[src/design/dsa_pkg.sv]
`timescale 1ns / 1ps

package dsa_pkg;

  // Table geometry and field widths.
  localparam int SLOT_COUNT = 1024;
  localparam int IDX_W      = $clog2(SLOT_COUNT);
  localparam int CNT_W      = $clog2(SLOT_COUNT + 1);
  localparam int DATA_W     = 64;
  localparam int STRIDE_W   = 16;
  localparam int PROD_W     = IDX_W + STRIDE_W;
  localparam int STATUS_W   = 3;
  localparam int CFG_IDX_W  = 2;

  // The divider retires one quotient bit per cycle.
  localparam int DIV_STEPS  = DATA_W;
  localparam int STEP_W     = $clog2(DIV_STEPS + 1);

  localparam logic [CNT_W-1:0]    SLOT_COUNT_C = CNT_W'(SLOT_COUNT);
  localparam logic [STRIDE_W-1:0] STRIDE_RESET = STRIDE_W'(32);

  // Configuration register indexes.
  localparam logic [CFG_IDX_W-1:0] CFG_CPU_BASE    = CFG_IDX_W'(0);
  localparam logic [CFG_IDX_W-1:0] CFG_GPU_BASE    = CFG_IDX_W'(1);
  localparam logic [CFG_IDX_W-1:0] CFG_SLOT_STRIDE = CFG_IDX_W'(2);

  typedef enum logic {
    OP_ALLOC = 1'b0,
    OP_FREE  = 1'b1
  } op_t;

  typedef enum logic [STATUS_W-1:0] {
    ST_OK       = 3'd0,
    ST_EMPTY    = 3'd1,
    ST_MISMATCH = 3'd2,
    ST_RANGE    = 3'd3,
    ST_FULL     = 3'd4
  } status_t;

  // Sequencer to free-index stack.
  typedef struct packed {
    logic             pop;
    logic             push;
    logic [IDX_W-1:0] push_idx;
  } stk_req_t;

  // Free-index stack to sequencer.
  typedef struct packed {
    logic [CNT_W-1:0] count;
    logic [IDX_W-1:0] pop_idx;
  } stk_rsp_t;

  // Sequencer to divider.
  typedef struct packed {
    logic                start;
    logic [STRIDE_W-1:0] divisor;
    logic [DATA_W-1:0]   dividend_a;
    logic [DATA_W-1:0]   dividend_b;
  } div_req_t;

  // Divider to sequencer.
  typedef struct packed {
    logic              busy;
    logic              done;
    logic [DATA_W-1:0] quo_a;
    logic [DATA_W-1:0] quo_b;
  } div_rsp_t;

endpackage

[src/design/dsa_div.sv]
`timescale 1ns / 1ps

module dsa_div (
  input  logic             clk,
  input  logic             rst_n,
  input  dsa_pkg::div_req_t req,
  output dsa_pkg::div_rsp_t rsp
);
  import dsa_pkg::*;

  logic                busy_r;
  logic                done_r;
  logic [STEP_W-1:0]   step_r;
  logic [STRIDE_W-1:0] dvs_r;
  logic [DATA_W-1:0]   quo_r [2];
  logic [STRIDE_W-1:0] rem_r [2];
  logic [STRIDE_W:0]   trial [2];
  logic [STRIDE_W:0]   diff  [2];
  logic                take  [2];

  // Restoring division, two lanes sharing one divisor. Each lane shifts the
  // next dividend bit into its remainder and subtracts where it fits.
  always_comb begin
    for (int l = 0; l < 2; l++) begin
      trial[l] = {rem_r[l], quo_r[l][DATA_W-1]};
      diff[l]  = trial[l] - {1'b0, dvs_r};
      take[l]  = trial[l] >= {1'b0, dvs_r};
    end
  end

  // Step counter and completion pulse.
  always_ff @(posedge clk) begin
    if (!rst_n) begin
      busy_r <= 1'b0;
      done_r <= 1'b0;
      step_r <= '0;
    end else begin
      done_r <= 1'b0;
      if (req.start) begin
        busy_r <= 1'b1;
        step_r <= STEP_W'(DIV_STEPS);
      end else if (busy_r) begin
        step_r <= step_r - STEP_W'(1);
        if (step_r == STEP_W'(1)) begin
          busy_r <= 1'b0;
          done_r <= 1'b1;
        end
      end
    end
  end

  // Dividend registers turn into quotient registers one bit per cycle.
  always_ff @(posedge clk) begin
    if (req.start) begin
      dvs_r    <= req.divisor;
      quo_r[0] <= req.dividend_a;
      quo_r[1] <= req.dividend_b;
      rem_r[0] <= '0;
      rem_r[1] <= '0;
    end else if (busy_r) begin
      for (int l = 0; l < 2; l++) begin
        rem_r[l] <= take[l] ? diff[l][STRIDE_W-1:0] : trial[l][STRIDE_W-1:0];
        quo_r[l] <= {quo_r[l][DATA_W-2:0], take[l]};
      end
    end
  end

  assign rsp.busy  = busy_r;
  assign rsp.done  = done_r;
  assign rsp.quo_a = quo_r[0];
  assign rsp.quo_b = quo_r[1];

endmodule

[config.mk]
export PLATFORM = sky130hd
export DESIGN_NAME = dsa_div
export DESIGN_NICKNAME = d
export VERILOG_FILES = /design/src/design/dsa_pkg.sv /design/src/design/dsa_div.sv
export SDC_FILE = /design/constraint.sdc
export NUM_CORES = 1
export LEC_CHECK = 0
export BUFFER_PORTS_ARGS = -buffer_cell sky130_fd_sc_hd__clkbuf_2
export CAP_MARGIN = 25
export CORE_UTILIZATION = 40
export CTS_BUF_LIST = sky130_fd_sc_hd__clkbuf_16
export DETAILED_ROUTE_END_ITERATION = 8
export PLACE_DENSITY_LB_ADDON = 0.1
export SYNTH_ARGS = -nofsm -noshare
export SYNTH_HDL_FRONTEND = slang
export SYNTH_SLANG_ARGS = --single-unit
[constraint.sdc]
create_clock -name clk -period 2.8 [get_ports clk]
set_input_delay 0.42 -clock clk [delete_from_list [all_inputs] [get_ports clk]]
set_output_delay 0.42 -clock clk [all_outputs]
set_load 0.02 [all_outputs]
==> results.tsv <==
stage	metric	value	unit
run	drv_cap	0	
final_layout	layout_commonest_cell	nand2_1	
final_layout	layout.nets	1391	
logic_synthesis	synth_cells	932	
routing	via_per_inst	4.858	
logic_synthesis	synth_edf_count	176	
routing	drc	0	
sta	finClkSkew	0.01657	ns
run_status	status	finished, final reports clean	
sta	hold_ws	0.1730	ns
final_layout	multi_input_area	0.003620	mm^2
clocking	clk_latency	0.43	ns
logic_synthesis	yosysSeqAreaShare	0.5868	
logic_synthesis	ys_dominant_reg_cell	edfxtp_1	
place	port_buffers	276	
global_routing	grt_pass1_wl	36980	um
clocking	clock-sinks	185	
floorplan	die_x	154.6	um
global_routing	grt_pass1_vias	7160	
floorplan	dieArea	0.02390	mm^2
logic_synthesis	synth_top_family_by_area	simple AND/OR/NAND/NOR gates	
global_routing	grt_use_total	0.2000	
final_layout	area_growth	25.86	%
floorplan	core	0.02271	mm^2
sta	worstMarginPinSlew	0.8042	ns
final_layout	final_layout_size_suffix_gt1_frac	0.2891	
clocking	clock_path_buffers	2	
logic_synthesis	avgSynthCellArea	9.993	um^2
floorplan	std_cell_rows	55	
clocking	cts-htree-levels	4	
clocking	cts_tree	yes	
global_routing	grt_max_degree	138	
sta	finalCriticalPeriod	2.644	ns
critical_path	crit_required	3.07	ns
floorplan	start_util	0.4101	
logic_synthesis	synthXorXnorAreaFrac	0.02539	
critical_path	critPathArrivalTime	2.91	ns
place	place_congestion	0.8276	
final_layout	diodes	0	
sta	fmax	378.3	MHz
sta	grt_setup_unrepaired	no	
clocking	clk_pin_slew	0.08	ns
pwr	leakage	5.599	nW
sta	setup_violations	0	
global_routing	grt_overflow	0	
floorplan	fp.dieH	154.6	um
sta	tns	0	ns
clocking	cts_made_buffers	17	
place	place_area	0.01107	mm^2
critical_path	cp_max_fo	5	
sta	finalHoldViolations	0	
pwr	peakVddDrop	0.0002955	V
logic_synthesis	synthSimpleGateAreaFrac	0.2104	
final_layout	fillers	2154	
global_routing	antenna_found_initial	0	
worst_hold_path	worstHoldPathType	in -> reg	
clocking	root_buffer	clkbuf_16	
place	placed_cells	1470	
pwr	p_per_area	646.3	mW/mm^2
sta	max_slew_margin	0.4638	
critical_path	path_class	reg -> reg	
sta	slew_violations	0	
routing	wl	23880	um
routing	wire_per_inst	15.85	um
place	hpwl	16640	um
logic_synthesis	yosys-mux-area-fraction	0.02042	
logic_synthesis	syn-num-nets	1115	
logic_synthesis	synth_cell_types	52	
critical_path	critPathCaptureType	flop	
routing	num_vias	7316	
logic_synthesis	synthArstFlopShare	0	
logic_synthesis	synth_fa_ha_area_frac	0.04997	
routing	dr.pass1.iters	7	
logic_synthesis	yosysWarningCount	0	
final_layout	finalNonFillerCells	1506	
sta	post-route-period-util	0.9442	
final_layout	post-route-cell-area	0.01172	mm^2
critical_path	crit_path_start_kind	flop	
final_layout	final_cell_mix	nand2_1 (404), clkbuf_2 (276), edfxtp_1 (176), nor2_1 (49), ha_1 (33)	
logic_synthesis	synth_compound_area_frac	0.07724	
routing	drtAntennaViolNets	0	
logic_synthesis	synth_area	0.009314	mm^2
floorplan	io_pins	277	
final_layout	seq_area	0.005465	mm^2
routing	drt_iter0_markers	452	
logic_synthesis	ys_ff_latch	185	
[cells in the mapped netlist (9+ instances only)]
master      n  area (um^2)
inv_1      27        101.4
dfxtp_1     9        180.2
ha_1       34        425.4
clkbuf_1   33        123.9
mux2i_1    19        190.2
a21oi_1    27        135.1
edfxtp_1  176         5285
o21ai_0    22        110.1
xor2_1     10        87.58
xnor2_1    17        148.9
a211oi_1   12        90.09
nor2_1     49        183.9
nand2_1   404         1516
[final cells by class]
class | count | area share
Sequential cell | 185 | 0.4662
Multi-Input combinational cell | 680 | 0.3088
Clock buffer | 17 | 0.03629
Clock inverter | 15 | 0.01345
Inverter | 27 | 0.008646
Timing Repair Buffer | 297 | 0.1362
Tap cell | 285 | 0.03042
[report_power, final]
group / internal, mW / switching, mW
combinational: 0.660 / 1.01
clock: 1.19 / 1.21
sequential: 3.35 / 0.148
total: 5.20 / 2.37
[worst paths after layout]
path	endpoint	slack (ns)	cells past startpoint	start
max	rem_r[0][0]	0.16	10	rem_r[0][2]
min	dvs_r[11]	0.17	1	req[139]
max reg2reg	rem_r[0][0]	0.16	10	rem_r[0][2]
min reg2reg	step_r[1]	0.50	2	step_r[1]
[cells by family after synthesis]
logic type	count (synthesis)
simple gates	494
flops	185
compound gates	104
buf+inv	67
fa+ha+maj	36
xor+xnor	27
mux	19
[metrics by stage]
step	setup slack [ns]	total power [mW]	utilization
after CTS	0.01029	7.617	0.5132
after global placement	0.08118	5.194	0.4875
after floorplan	0.1221	4.645	-
after detailed placement	0.05390	5.203	0.4875
after global routing	0.01035	7.947	0.5162
final	0.1564	7.577	0.5162
[critical path, stage by stage, from the launching register on]
cell,delay [ns]
edfxtp_1,0.41
ha_1,0.33
a21o_1,0.18
a21oi_2,0.19
a21oi_2,0.09
o311a_1,0.39
a2111oi_4,0.32
buf_4,0.23
buf_4,0.13
nor2b_2,0.04
a211oi_2,0.18
[state kept, by name (all words and copies together) (netlist names)]
signal,flops
busy_r,1
step_r,7
dvs_r,16
rem_r,32
quo_r,128
done_r,1
[repair_timing]
action / in CTS / in global routing
gates resized for setup: 0 / 14
setup endpoints to repair: 0 / 15
hold buffers: 0 / 0
setup buffers: 0 / 3
[routing by layer]
| metal | GRT usage | share of wire | up-vias |
|---|---|---|---|
| li1 | - | - | 3726 |
| met5 | 0 | 0 | - |
| met3 | 0.07341 | 0.073 | 16 |
| met2 | 0.3335 | 0.48 | 202 |
| met4 | 0.05092 | 0.012 | 0 |
| met1 | 0.2446 | 0.43 | 3372 |
Note: power is estimated with default switching activity, not from simulation.
